$ cat src/hw/rtl/srve_pkg.sv
`timescale 1ns / 1ps
// Package for the signed run-length varint encoder.
// Holds the default parameters, the result limit and the sequencer state type.
package srve_pkg;

  localparam int DefRunLimit  = 3;
  localparam int DefValueBits = 32;
  localparam int MaxResults   = 48;
  localparam int CountBits    = $clog2(MaxResults + 1);

  typedef enum logic [2:0] {
    PH_IDLE = 3'b001,
    PH_DATA = 3'b010,
    PH_END  = 3'b100
  } phase_t;

endpackage

$ cat src/hw/rtl/signed_runlength_varint_encoder_unit.sv
`timescale 1ns / 1ps
// Signed run-length varint encoder: one signed value in, its self-terminating
// code out one bit per item, LSB first. Depends on srve_pkg.
//
// Input channel (in_valid / in_stall / value): one signed value per item.
// Output channel (out_valid / out_stall / code_bit / final_bit): one code bit
// per item; final_bit marks the last bit of a value's code.
//
// A single shift-and-emit step is reused once per cycle, unless the output
// stalls, under a small sequencer: each step either shifts one data bit out
// of the value, inserts an escape bit after a run of RUN_LIMIT equal bits, or
// writes an end-marker bit. Switching from data to end marker is a step that
// emits no bit. An item of N code bits occupies the sequencer from acceptance
// until its final bit is loaded; with the defaults N is at most 45. The first
// bit comes from the first data step after acceptance; for zero and minus one
// it is an end-marker bit, after the switch. in_stall is high while an item
// is being encoded and drops as the final bit is loaded, so a new value waits
// until the last one is done. A stall on the output freezes the sequencer; the
// output register holds its bit until it is taken. Codes longer than
// MaxResults bits are cut, and the last kept bit carries final_bit.
// Reset (rst, synchronous) returns the sequencer to idle and empties the
// output register.
module signed_runlength_varint_encoder_unit
  import srve_pkg::*;
#(
  parameter int RUN_LIMIT  = DefRunLimit,
  parameter int VALUE_BITS = DefValueBits
) (
  input  logic                         clk,
  input  logic                         rst,
  input  logic                         in_valid,
  output logic                         in_stall,
  input  logic signed [VALUE_BITS-1:0] value,
  output logic                         out_valid,
  input  logic                         out_stall,
  output logic                         code_bit,
  output logic                         final_bit
);

  localparam int RunBits = RUN_LIMIT + 1;

  phase_t                 phase, phase_next;
  logic [VALUE_BITS-1:0]  rem, rem_next;
  logic [RunBits-1:0]     run, run_next;
  logic                   last, last_next;
  logic [CountBits-1:0]   count, count_next;

  logic                   emit;
  logic                   emit_bit;
  logic                   emit_final;
  logic                   can_emit;
  logic                   done_data;
  logic                   run_full;
  logic                   pol;
  logic                   in_take;

  assign in_stall  = (phase != PH_IDLE);
  assign in_take   = in_valid && !in_stall;
  assign can_emit  = !out_valid || !out_stall;
  assign done_data = (rem == '0) || (rem == '1);
  assign run_full  = run[RUN_LIMIT];
  assign pol       = rem[0];

  always_comb begin
    phase_next = phase;
    rem_next   = rem;
    run_next   = run;
    last_next  = last;
    count_next = count;
    emit       = 1'b0;
    emit_bit   = 1'b0;
    emit_final = 1'b0;

    case (phase)
      PH_IDLE: begin
        if (in_take) begin
          rem_next   = value;
          run_next   = RunBits'(1);
          last_next  = 1'b0;
          count_next = '0;
          phase_next = PH_DATA;
        end
      end
      PH_DATA: begin
        if (can_emit) begin
          if (done_data) begin
            phase_next = PH_END;
          end else if (run_full) begin
            // escape bit of opposite polarity, run restarts
            emit     = 1'b1;
            emit_bit = ~last;
            run_next = RunBits'(1);
          end else begin
            emit      = 1'b1;
            emit_bit  = rem[0];
            rem_next  = {rem[VALUE_BITS-1], rem[VALUE_BITS-1:1]};
            last_next = rem[0];
            run_next  = (last ^ rem[0]) ? RunBits'(2) : (run << 1);
          end
        end
      end
      PH_END: begin
        if (can_emit) begin
          emit = 1'b1;
          if (run_full && (last == pol)) begin
            emit_bit   = pol;
            emit_final = 1'b1;
          end else if (run_full) begin
            emit_bit = ~last;
            run_next = RunBits'(1);
          end else begin
            emit      = 1'b1;
            emit_bit  = pol;
            last_next = pol;
            run_next  = (last ^ pol) ? RunBits'(2) : (run << 1);
          end
        end
      end
      default: begin
        phase_next = PH_IDLE;
      end
    endcase

    if (emit) begin
      count_next = count + CountBits'(1);
      // the last slot always closes the code
      if (count == CountBits'(MaxResults - 1)) begin
        emit_final = 1'b1;
      end
      if (emit_final) begin
        phase_next = PH_IDLE;
      end
    end
  end

  always_ff @(posedge clk) begin
    if (rst) begin
      phase <= PH_IDLE;
      rem   <= '0;
      run   <= RunBits'(1);
      last  <= 1'b0;
      count <= '0;
    end else begin
      phase <= phase_next;
      rem   <= rem_next;
      run   <= run_next;
      last  <= last_next;
      count <= count_next;
    end
  end

  always_ff @(posedge clk) begin
    if (rst) begin
      out_valid <= 1'b0;
    end else if (emit) begin
      out_valid <= 1'b1;
    end else if (!out_stall) begin
      out_valid <= 1'b0;
    end
    if (emit) begin
      code_bit  <= emit_bit;
      final_bit <= emit_final;
    end
  end

  a_take_starts_data: assert property (@(posedge clk) disable iff (rst)
    in_take |=> (phase == PH_DATA))
    else $error("accepted item did not start data phase");

  a_run_onehot: assert property (@(posedge clk) disable iff (rst)
    $onehot(run))
    else $error("run counter not one-hot");

  a_count_limit: assert property (@(posedge clk) disable iff (rst)
    count <= CountBits'(MaxResults))
    else $error("result count beyond limit");

  a_stall_freezes: assert property (@(posedge clk) disable iff (rst)
    (phase != PH_IDLE && out_valid && out_stall) |=> $stable(rem) && $stable(run))
    else $error("sequencer moved while output stalled");

endmodule
$ cat config.mk
export PLATFORM = sky130hd
export DESIGN_NAME = signed_runlength_varint_encoder_unit
export DESIGN_NICKNAME = d
export VERILOG_FILES = /design/src/hw/rtl/srve_pkg.sv /design/src/hw/rtl/signed_runlength_varint_encoder_unit.sv
export SDC_FILE = /design/constraint.sdc
export NUM_CORES = 1
export LEC_CHECK = 0
export ABC_AREA = 0
export BUFFER_PORTS_ARGS = -buffer_cell sky130_fd_sc_hd__buf_2
export CAP_MARGIN = 15
export CELL_PAD_IN_SITES_DETAIL_PLACEMENT = 0
export CELL_PAD_IN_SITES_GLOBAL_PLACEMENT = 1
export CORE_MARGIN = 4
export CORE_UTILIZATION = 43
export DETAILED_ROUTE_END_ITERATION = 6
export HOLD_SLACK_MARGIN = 0.08
export PLACE_DENSITY_LB_ADDON = 0.1
export RECOVER_POWER = 50
export SETUP_SLACK_MARGIN = 0.2
export SYNTH_ARGS = -nofsm -noshare
export SYNTH_HDL_FRONTEND = slang
export SYNTH_SLANG_ARGS = --single-unit
export TNS_END_PERCENT = 100
$ cat constraint.sdc
create_clock -name clk -period 2.3 [get_ports clk]
set_input_delay 0.23 -clock clk [delete_from_list [all_inputs] [get_ports clk]]
set_output_delay 0.23 -clock clk [all_outputs]
set_load 0.005 [all_outputs]
==> qor.txt, run 1 <==
status: finished, final reports clean
post-route ant nets: 0
Top Ports: 40
Chip Width: 90.1 microns
vias in the first global route: 2540
CTS Root Cell: clkbuf_8
net count after synthesis: 391
Die Ht: 90.1 microns
total CTS buffers: 5
Clock Power Share: 30.6%
Post-synth EDFFs: 2
max-cap violations: 0
area leader, netlist: dfxtp_1
Yosys cell types: 54
RSZ-0062 raised after global routing: yes
crit path kind: flop to flop
max-slew violations: 0
path depth of the worst reg2reg path: 7
post-place setup slack: 0.0629 ns
crit path max fanout: 6
Initial Utilization: 44.9%
final non-filler cell total: 483
sequential share of power: 48.5%
final worst-path cycle share: 96.2%
register area share after synthesis: 34.5%
TNS Setup: 0 ns
grt total ovfl: 0
most common cell after layout, fill and taps aside: nand2_1
drt drc: 0
Worst Setup End Kind: flop
Worst Path Required: 2.50 ns
Design Area, Final: 3560 sq um
setup ws final: 0.0871 ns
Setup Skew: 0.00560 ns
Syn Area/Cell: 8.19 sq um
hpwl dp: 5000 microns
Int Power: 1.45 mW
total power: 1.99 mW
Synth Instances: 354
hold slack: 0.163 ns
Hold Crit Start: value[31]
Slew HR: 62.8%
global-route wire length before repair: 12100 microns
Hold Path End: rem[31]
share of layout cells above drive strength 1: 33.0%
placed cell count: 467
DR WL/cell: 15.7 microns
synthesized area: 2900 sq um
RePlAce Congestion: 0.842
Power Dens Cells: 557 nW/um^2
Setup Viol. Count Final: 0
initial antenna violation count: 0
switching share of power: 26.9%
FP Rows: 29
Worst R2R Start: rem[17]
post-synth top area share: 32.4%
R2R Path End: rem[29]
clock sinks: 49
drt pass-1 iters: 4
final wirelength: 7580 microns
WP data arrival: 2.41 ns
initial DRC count: 101
largest net degree at the start of global routing: 34
Die ar.: 8120 sq um
hold crit path type: input port to flop
switching power: 0.535 mW
hold buffers post-CTS: 0
slew of the pin with the lowest slew margin: 0.553 ns
synth warn: 0
Final Hold Viols: 0
combinational share of power: 20.9%
final core occ: 55.2%
IO Port Bufs: 39
asr flop ratio synth: 0%
H-Tree Depth: 2
Startpoint Class: flop
Synth area leaders: dfxtp_1 32%, mux2_2 11%, nand2_1 8.9%
synthesis-stage register bit count: 49
Clk pin slew, worst setup/hold paths: 0.09 ns
Hold Path Depth: 3
Pleak: 1.47 nW
Fmax: 0.452 GHz
Tot GR Track Use: 17.7%
Worst R2R Setup Slack: 0.09 ns
Max IR drop VDD: 0.244 mV
Layout Nets: 442
ys flop type: dfxtp_1
Worst-Skew Late Latency: 0.30 ns
Final min period: 2.21 ns
drt via density: 5.56
TritonCTS clock tree: yes
antenna diode count: 0
DR vias: 2686
placeable core area: 6460 sq um
commonest cells after routing, fill and taps aside: 69 x nand2_1, 42 x a21oi_1, 37 x buf_2, 31 x nor2b_1, 27 x dfxtp_1
Area Growth Syn to Fin: 22.9%
clk buf depth: 2
DP Area: 3240 sq um
## critical path, stage by stage (launching register included)
cell and delay, ns:
dfxtp_2 0.37, nand4_1 0.10, or4_4 0.55, o22a_1 0.26
a31oi_4 0.20, buf_6 0.15, clkbuf_16 0.15, mux2_2 0.33
## synth_stat cells (5+ instances only)
library cell	count
mux2_1	6
nand2_1	69
nand3_1	7
nand2b_1	5
a21oi_1	42
clkbuf_1	14
mux2_2	28
mux2i_1	6
nor2b_1	31
nor2_1	10
dfxtp_1	47
nor4_1	8
o21ai_0	5
nand4_1	11
## routing by layer
layer	part of all wire (%)	vias up	track usage, %
li1	-	1353	-
met1	49	1269	24.1
met2	47	56	28.3
met3	3.4	8	3.42
met4	1.0	0	5.23
met5	0	-	0
## cell families (layout without fill, tap and decap cells)
family	after synthesis	after routing	share of synthesized area (%)
XOR/XNOR	4	4	1.21
multiplexers	40	40	15.3
flip-flops	49	49	34.5
AO/OA/AOI/OAI	68	68	14.2
adder cells (fa/ha/maj)	1	1	0.431
AND/OR/NAND/NOR	163	163	29.4
buffers and inverters	29	81	4.92
## how the worst max path moves through the flow
stage,startpoint,end,slack [ns],cells after the start
after floorplan,rem[0],rem[16],0.22,6
after CTS,rem[17],rem[27],0.16,7
after global routing,rem[18],rem[29],0.04,7
final,rem[17],rem[29],0.09,7
after detailed placement,rem[2],rem[29],0.06,6
after global placement,rem[2],rem[23],0.07,6
## area by class of cell
class	count	area, sq um
Multi-Input combinational cell	276	1840
Tap cell	77	96.3
Inverter	5	18.8
Clock buffer	8	111
Fill cell	665	2900
Timing Repair Buffer	68	474
Sequential cell	49	1030
## state kept, by name, summed over array words and instances, names as in the netlist
name / flops
run: 4
final_bit: 1
last: 1
code_bit: 1
out_valid: 1
rem: 32
count: 6
phase: 3
## power groups by stage
stage / Clock, mW / Combinational (mW) / Sequential (mW)
3_5_place_dp: 0 / 0.339 / 0.973
2_1_floorplan: 0 / 0.238 / 0.960
3_3_place_gp: 0 / 0.336 / 0.973
4_1_cts: 0.620 / 0.370 / 0.958
5_1_grt: 0.662 / 0.452 / 0.972
6_report: 0.607 / 0.416 / 0.963
## what timing repair did
item | in CTS | in global routing
gates cloned | 1 | 2
setup buffers | 4 | 1
endpoints found under the setup margin | 33 | 35
endpoints found under the hold margin | 0 | 0
gates resized for setup | 19 | 23
pin swaps | 3 | 2
No activity file was read; power rests on OpenSTA's default activity.
==> run 2, diff against run 1 <==
--- a/config.mk
+++ b/config.mk
@@ -11,7 +11,7 @@
 export CELL_PAD_IN_SITES_DETAIL_PLACEMENT = 0
 export CELL_PAD_IN_SITES_GLOBAL_PLACEMENT = 1
 export CORE_MARGIN = 4
-export CORE_UTILIZATION = 43
+export CORE_UTILIZATION = 39
 export DETAILED_ROUTE_END_ITERATION = 6
 export HOLD_SLACK_MARGIN = 0.08
 export PLACE_DENSITY_LB_ADDON = 0.1
==> constraint.sdc (replaced) <==
create_clock -name clk -period 2 [get_ports clk]
set_input_delay 0.2 -clock clk [delete_from_list [all_inputs] [get_ports clk]]
set_output_delay 0.2 -clock clk [all_outputs]
set_load 0.005 [all_outputs]
==> run 2 against run 1 <==
Compared with the run above: the flow now finishes with violations (negative setup slack); maximum frequency grew 0.91%; die area up 9.3%; routed wire length up 2.1%; cell count rose by 11%; utilization decreased by 0.11 points; setup slack worse by 0.28 ns; critical path type unchanged; critical endpoint is now count[0]; largest power group unchanged.
==> qor.txt, run 2 (synthesis gave the netlist of run 1 again) <==
status: finished, violations left (was finished, final reports clean)
failing checks: negative setup slack
Worst Setup End Kind: flop (unchanged)
FP Rows: 31 (was 29)
Clk pin slew, worst setup/hold paths: 0.09 ns (about the same)
Startpoint Class: flop (unchanged)
final worst-path cycle share: 110% (was 96.2%)
DR vias: 2747 (was 2686)
CP Launch Point: rem[20] (was rem[17])
initial DRC count: 97 (was 101)
slew of the pin with the lowest slew margin: 0.544 ns (was 0.553 ns)
commonest cells after routing, fill and taps aside: 69 x nand2_1, 46 x buf_4, 40 x a21oi_1, 39 x buf_2, 33 x mux2_4 (was 69 x nand2_1, 42 x a21oi_1, 37 x buf_2, 31 x nor2b_1, 27 x dfxtp_1)
Worst R2R Start: rem[20] (was rem[17])
Pleak: 1.72 nW (was 1.47 nW)
Design Area, Final: 3990 sq um (was 3560 sq um)
Top Ports: 40 (unchanged)
most common cell after layout, fill and taps aside: nand2_1 (unchanged)
H-Tree Depth: 2 (unchanged)
final wirelength: 7730 microns (was 7580 microns)
Setup Viol. Count Final: 40 (was 0)
setup ws final: -0.193 ns (was 0.0871 ns)
TritonCTS clock tree: yes (unchanged)
antenna diode count: 0 (unchanged)
number of flip-flops in the largest register: 32 (unchanged)
crit path kind: flop to flop (unchanged)
global-route wire length before repair: 13000 microns (was 12100 microns)
Area Growth Syn to Fin: 37.7% (was 22.9%)
register area: 1030 sq um (about the same)
max-slew violations: 0 (unchanged)
area occupied by multi-input gates: 1990 sq um (was 1840 sq um)
hpwl dp: 5000 microns (about the same)
share of layout cells above drive strength 1: 41.8% (was 33.0%)
Die ar.: 8880 sq um (was 8120 sq um)
hold crit path type: input port to flop (unchanged)
Worst-Skew Late Latency: 0.30 ns (about the same)
hold buffers post-CTS: 0 (unchanged)
total CTS buffers: 5 (unchanged)
drt via density: 5.14 (was 5.56)
crit path max fanout: 6 (unchanged)
Slew HR: 63.6% (was 62.8%)
hold slack: 0.146 ns (was 0.163 ns)
Final min period: 2.19 ns (was 2.21 ns)
final core occ: 55.1% (was 55.2%)
Hold Crit Start: value[31] (unchanged)
WL met3: 273 microns (was 255 microns)
CTS Root Cell: clkbuf_8 (unchanged)
IO Port Bufs: 39 (unchanged)
clk buf depth: 2 (unchanged)
Die Ht: 94.2 microns (was 90.1 microns)
RSZ-0062 raised after global routing: yes (unchanged)
initial antenna violation count: 0 (unchanged)
DR WL/cell: 14.5 microns (was 15.7 microns)
metal2 WL: 3530 microns (was 3560 microns)
Layout Nets: 472 (was 442)
post-place setup slack: -0.208 ns (was 0.0629 ns)
Power Dens Cells: 577 nW/um^2 (was 557 nW/um^2)
filler instances: 695 (was 665)
Initial Utilization: 40.0% (was 44.9%)
largest net degree at the start of global routing: 51 (was 34)
Chip Width: 94.2 microns (was 90.1 microns)
largest reg by FF count: rem (unchanged)
clock sinks: 49 (unchanged)
vias in the first global route: 2760 (was 2540)
max-cap violations: 0 (unchanged)
drt drc: 0 (unchanged)
largest registers: rem (32), count (6), run (4) (unchanged)
Setup Skew: 0.00566 ns (was 0.00560 ns)
placeable core area: 7250 sq um (was 6460 sq um)
post-route ant nets: 0 (unchanged)
DP Area: 3570 sq um (was 3240 sq um)
Final Hold Viols: 0 (unchanged)
drt pass-1 iters: 4 (unchanged)
met1 wire length: 3810 microns (was 3680 microns)
RePlAce Congestion: 0.797 (was 0.842)
grt total ovfl: 0 (unchanged)
Tot GR Track Use: 18.2% (was 17.7%)
WP data arrival: 2.38 ns (was 2.41 ns)
Max IR drop VDD: 0.279 mV (was 0.244 mV)
Worst Path Required: 2.19 ns (was 2.50 ns)
uppermost routed layer: met4 (unchanged)
Fmax: 0.456 GHz (was 0.452 GHz)
-- run 2: cell types whose count changed in the layout (fill, tap and decap cells not counted), moves of 3 or more --
cell       before  now
buf_4          19   46
buf_6           2    7
clkbuf_1        6    2
clkbuf_16       3    0
mux2_1          4    0
mux2_2         18    1
mux2_4         12   33
-- run 2: final cells by class --
cell class,count,share of cell area [%]
Timing Repair Buffer,98,18.7
Tap cell,99,3.10
Inverter,5,0.533
Clock buffer,7,2.16
Multi-Input combinational cell,276,49.8
Sequential cell,49,25.7
-- run 2: through the flow --
stage | TNS (ns) | power [mW] | instances
finish | -6.33 | 2.30 | 534
global route | -9.00 | 2.41 | 534
CTS | -4.80 | 2.31 | 533
detailed placement | -6.76 | 1.60 | 518
global placement | -5.36 | 1.59 | 518
floorplan | 0 | 1.40 | 354
-- run 2: repair_timing --
item	4_1_cts	5_1_grt
setup endpoints to repair	49	49
gates resized for setup	48	15
pin swaps	10	10
endpoints found under the hold margin	0	0
cloned	3	0
buffers inserted	5	1
-- run 2: layer usage --
layer  track usage, %  vias to the layer above
met1             24.1                     1284
met2             30.3                       49
met3             3.13                       12
met4             5.17                        0
li1                 -                     1402
met5                0                        -
-- run 2: report_power, final --
part,internal (mW),total (mW),switching (mW)
Combinational,0.346,0.603,0.258
Clock,0.275,0.603,0.327
Sequential,1.05,1.10,0.0469
-- run 2: path summary, 6_finish.rpt --
path                                 end  slack [ns]  depth (start not counted)
worst max-delay path            count[0]       -0.19                          8
worst min-delay path             rem[31]        0.15                          3
worst min register to register    run[1]        0.49                          2
worst max register to register  count[0]       -0.19                          8
-- run 2: worst max-delay path, cell delays in order, from the launching register on --
cell	delay, ns
dfxtp_2	0.37
nand4_1	0.10
or4_4	0.55
o22a_4	0.24
buf_4	0.14
buf_6	0.12
a21oi_4	0.18
inv_4	0.08
mux2_4	0.30
==> run 3, diff against run 2 <==
--- a/config.mk
+++ b/config.mk
@@ -6,13 +6,13 @@
 export NUM_CORES = 1
 export LEC_CHECK = 0
 export ABC_AREA = 0
-export BUFFER_PORTS_ARGS = -buffer_cell sky130_fd_sc_hd__buf_2
 export CAP_MARGIN = 15
 export CELL_PAD_IN_SITES_DETAIL_PLACEMENT = 0
 export CELL_PAD_IN_SITES_GLOBAL_PLACEMENT = 1
 export CORE_MARGIN = 4
-export CORE_UTILIZATION = 39
+export CORE_UTILIZATION = 45
 export DETAILED_ROUTE_END_ITERATION = 6
+export DONT_BUFFER_PORTS = 1
 export HOLD_SLACK_MARGIN = 0.08
 export PLACE_DENSITY_LB_ADDON = 0.1
 export RECOVER_POWER = 50
==> constraint.sdc (replaced) <==
create_clock -name clk -period 2.7 [get_ports clk]
set_input_delay 0.27 -clock clk [delete_from_list [all_inputs] [get_ports clk]]
set_output_delay 0.27 -clock clk [all_outputs]
set_load 0.005 [all_outputs]
==> run 3 against run 2 <==
Compared with the run above: the run now ends clean; sequential power fell by 25%; combinational power fell by 65%; utilization decreased by 4.7 points; via count is 12% lower; clock-buffer cell count fell by 1; first-iteration DRC count increased by 58%; hold slack got worse by 0.023 ns; clock skew shrank 0.00052 ns; routed wire length shrank 16%; flip-flop and latch count is the same; setup slack gained 0.49 ns.
==> qor.txt, run 3 (synthesis gave the netlist of run 1 again) <==
status: finished, final reports clean (was finished, violations left)
TNS Setup: 0 ns (was -6.33 ns)
Die Ht: 88.3 microns (was 94.2 microns)
Chip Width: 88.3 microns (was 94.2 microns)
initial antenna violation count: 0 (unchanged)
hold slack: 0.124 ns (was 0.146 ns)
Worst path max stage delay: 0.55 ns (about the same)
RSZ-0062 raised after global routing: no (was yes)
DR vias: 2421 (was 2747)
Fmax: 0.417 GHz (was 0.456 GHz)
commonest cells after routing, fill and taps aside: 69 x nand2_1, 47 x dfxtp_1, 42 x a21oi_1, 31 x nor2b_1, 28 x mux2_2 (was 69 x nand2_1, 46 x buf_4, 40 x a21oi_1, 39 x buf_2, 33 x mux2_4)
Area Growth Syn to Fin: 5.87% (was 37.7%)
clock sinks: 49 (unchanged)
WP data arrival: 2.60 ns (was 2.38 ns)
Worst Path Buf+Inv: 1 (was 3)
Startpoint Class: flop (unchanged)
placeable core area: 6100 sq um (was 7250 sq um)
Setup Skew: 0.00515 ns (was 0.00566 ns)
Top Ports: 40 (unchanged)
H-Tree Depth: 2 (unchanged)
CTS Root Cell: clkbuf_8 (unchanged)
CP max stage cell: or4_1 (was or4_4)
final wirelength: 6470 microns (was 7730 microns)
IO Port Bufs: 0 (was 39)
Final min period: 2.40 ns (was 2.19 ns)
largest registers: rem (32), count (6), run (4) (unchanged)
Layout Nets: 381 (was 472)
final worst-path cycle share: 88.9% (was 110%)
vias in the first global route: 2244 (was 2760)
Die ar.: 7790 sq um (was 8880 sq um)
family with the most delay on the worst path: simple AND/OR/NAND/NOR gates (unchanged)
drt drc: 0 (unchanged)
slew of the pin with the lowest slew margin: 0.683 ns (was 0.544 ns)
FP Rows: 28 (was 31)
RePlAce Congestion: 0.800 (was 0.797)
Power Dens Cells: 531 nW/um^2 (was 577 nW/um^2)
total power: 1.63 mW (was 2.30 mW)
TritonCTS clock tree: yes (unchanged)
DR WL/cell: 15.4 microns (was 14.5 microns)
largest net degree at the start of global routing: 78 (was 51)
# resized after CTS: 0 (was 48)
most common cell after layout, fill and taps aside: nand2_1 (unchanged)
max-slew violations: 0 (unchanged)
hold crit path type: input port to flop (unchanged)
Worst Setup End Kind: flop (unchanged)
Slew HR: 54.5% (was 63.6%)
Max IR drop VDD: 0.268 mV (was 0.279 mV)
hpwl dp: 4320 microns (was 5000 microns)
Worst-Skew Late Latency: 0.30 ns (about the same)
Tot GR Track Use: 17.2% (was 18.2%)
initial DRC count: 153 (was 97)
crit path max fanout: 31 (was 6)
crit path kind: flop to flop (unchanged)
worst path cell trace: nand4_1 -> or4_1 -> o22a_2 -> a31oi_4 -> buf_12 -> mux2_2 (was nand4_1 -> or4_4 -> o22a_4 -> buf_4 -> buf_6 -> a21oi_4 -> inv_4 -> mux2_4)
number of flip-flops in the largest register: 32 (unchanged)
max-cap violations: 0 (unchanged)
drt via density: 5.76 (was 5.14)
global-route wire length before repair: 10700 microns (was 13000 microns)
Worst Path Required: 2.90 ns (was 2.19 ns)
Setup Viol. Count Final: 0 (was 40)
Pleak: 1.15 nW (was 1.72 nW)
Final Hold Viols: 0 (unchanged)
total CTS buffers: 5 (unchanged)
clk buf depth: 2 (unchanged)
post-route ant nets: 0 (unchanged)
placed cell count: 411 (was 518)
share of layout cells above drive strength 1: 14.5% (was 41.8%)
grt total ovfl: 0 (unchanged)
largest reg by FF count: rem (unchanged)
antenna diode count: 0 (unchanged)
final non-filler cell total: 420 (was 534)
Clk pin slew, worst setup/hold paths: 0.10 ns (was 0.09 ns)
Initial Utilization: 47.6% (was 40.0%)
drt pass-1 iters: 4 (unchanged)
final core occ: 50.4% (was 55.1%)
-- run 3: changes by cell type in the layout (fill, tap and decap cells not counted), moves of 21 or more --
| cell | delta |
|---|---|
| buf_2 | -39 |
| buf_4 | -43 |
| dfxtp_1 | +21 |
| dfxtp_2 | -21 |
| mux2_2 | +27 |
| mux2_4 | -33 |
-- run 3: area by class of cell --
class	instances	area (sq um)
clock buffer	6	93.8
clock inverter	2	38.8
fill	609	3030
inverter	5	18.8
multi-input combinational	276	1760
sequential	49	1000
tap	75	93.8
timing repair buffer	7	61.3
-- run 3: worst paths after layout --
check            start  endpoint  slack [ns]  cells past startpoint
max             rem[0]   rem[10]        0.30                      6
min          value[31]   rem[31]        0.12                      2
max reg2reg     rem[0]   rem[10]        0.30                      6
min reg2reg     run[2]    run[2]        0.48                      2
-- run 3: worst register-to-register path: stages (launching register included) --
cell and delay, ns:
dfxtp_1 0.46, nand4_1 0.11, or4_1 0.55, o22a_2 0.35, a31oi_4 0.24, buf_12 0.23, mux2_2 0.37
-- run 3: layer usage --
metal	track usage (%)	vias up	wire, microns
li1	-	1226	-
met1	25.0	1153	3280
met2	26.1	40	2840
met3	3.91	2	322
met4	3.71	0	29
met5	0	-	0
-- run 3: timing repair --
action                                 in CTS  in global routing
buffers inserted                            0                  0
endpoints found under the hold margin       8                  0
hold buffers                                1                  0
-- run 3: per-stage QoR --
| stage | instance area [sq um] | setup WS [ns] |
|---|---|---|
| finish | 3070 | 0.300 |
| global route | 3070 | 0.205 |
| CTS | 3080 | 0.310 |
| detailed placement | 2930 | 0.331 |
| global placement | 2930 | 0.359 |
| floorplan | 2900 | 0.620 |
-- run 3: power by group --
group / leakage, nW / internal, mW / switching [mW]
Clock: 0.0669 / 0.336 / 0.262
Combinational: 0.683 / 0.113 / 0.101
Sequential: 0.399 / 0.772 / 0.0478
Total: 1.15 / 1.22 / 0.411
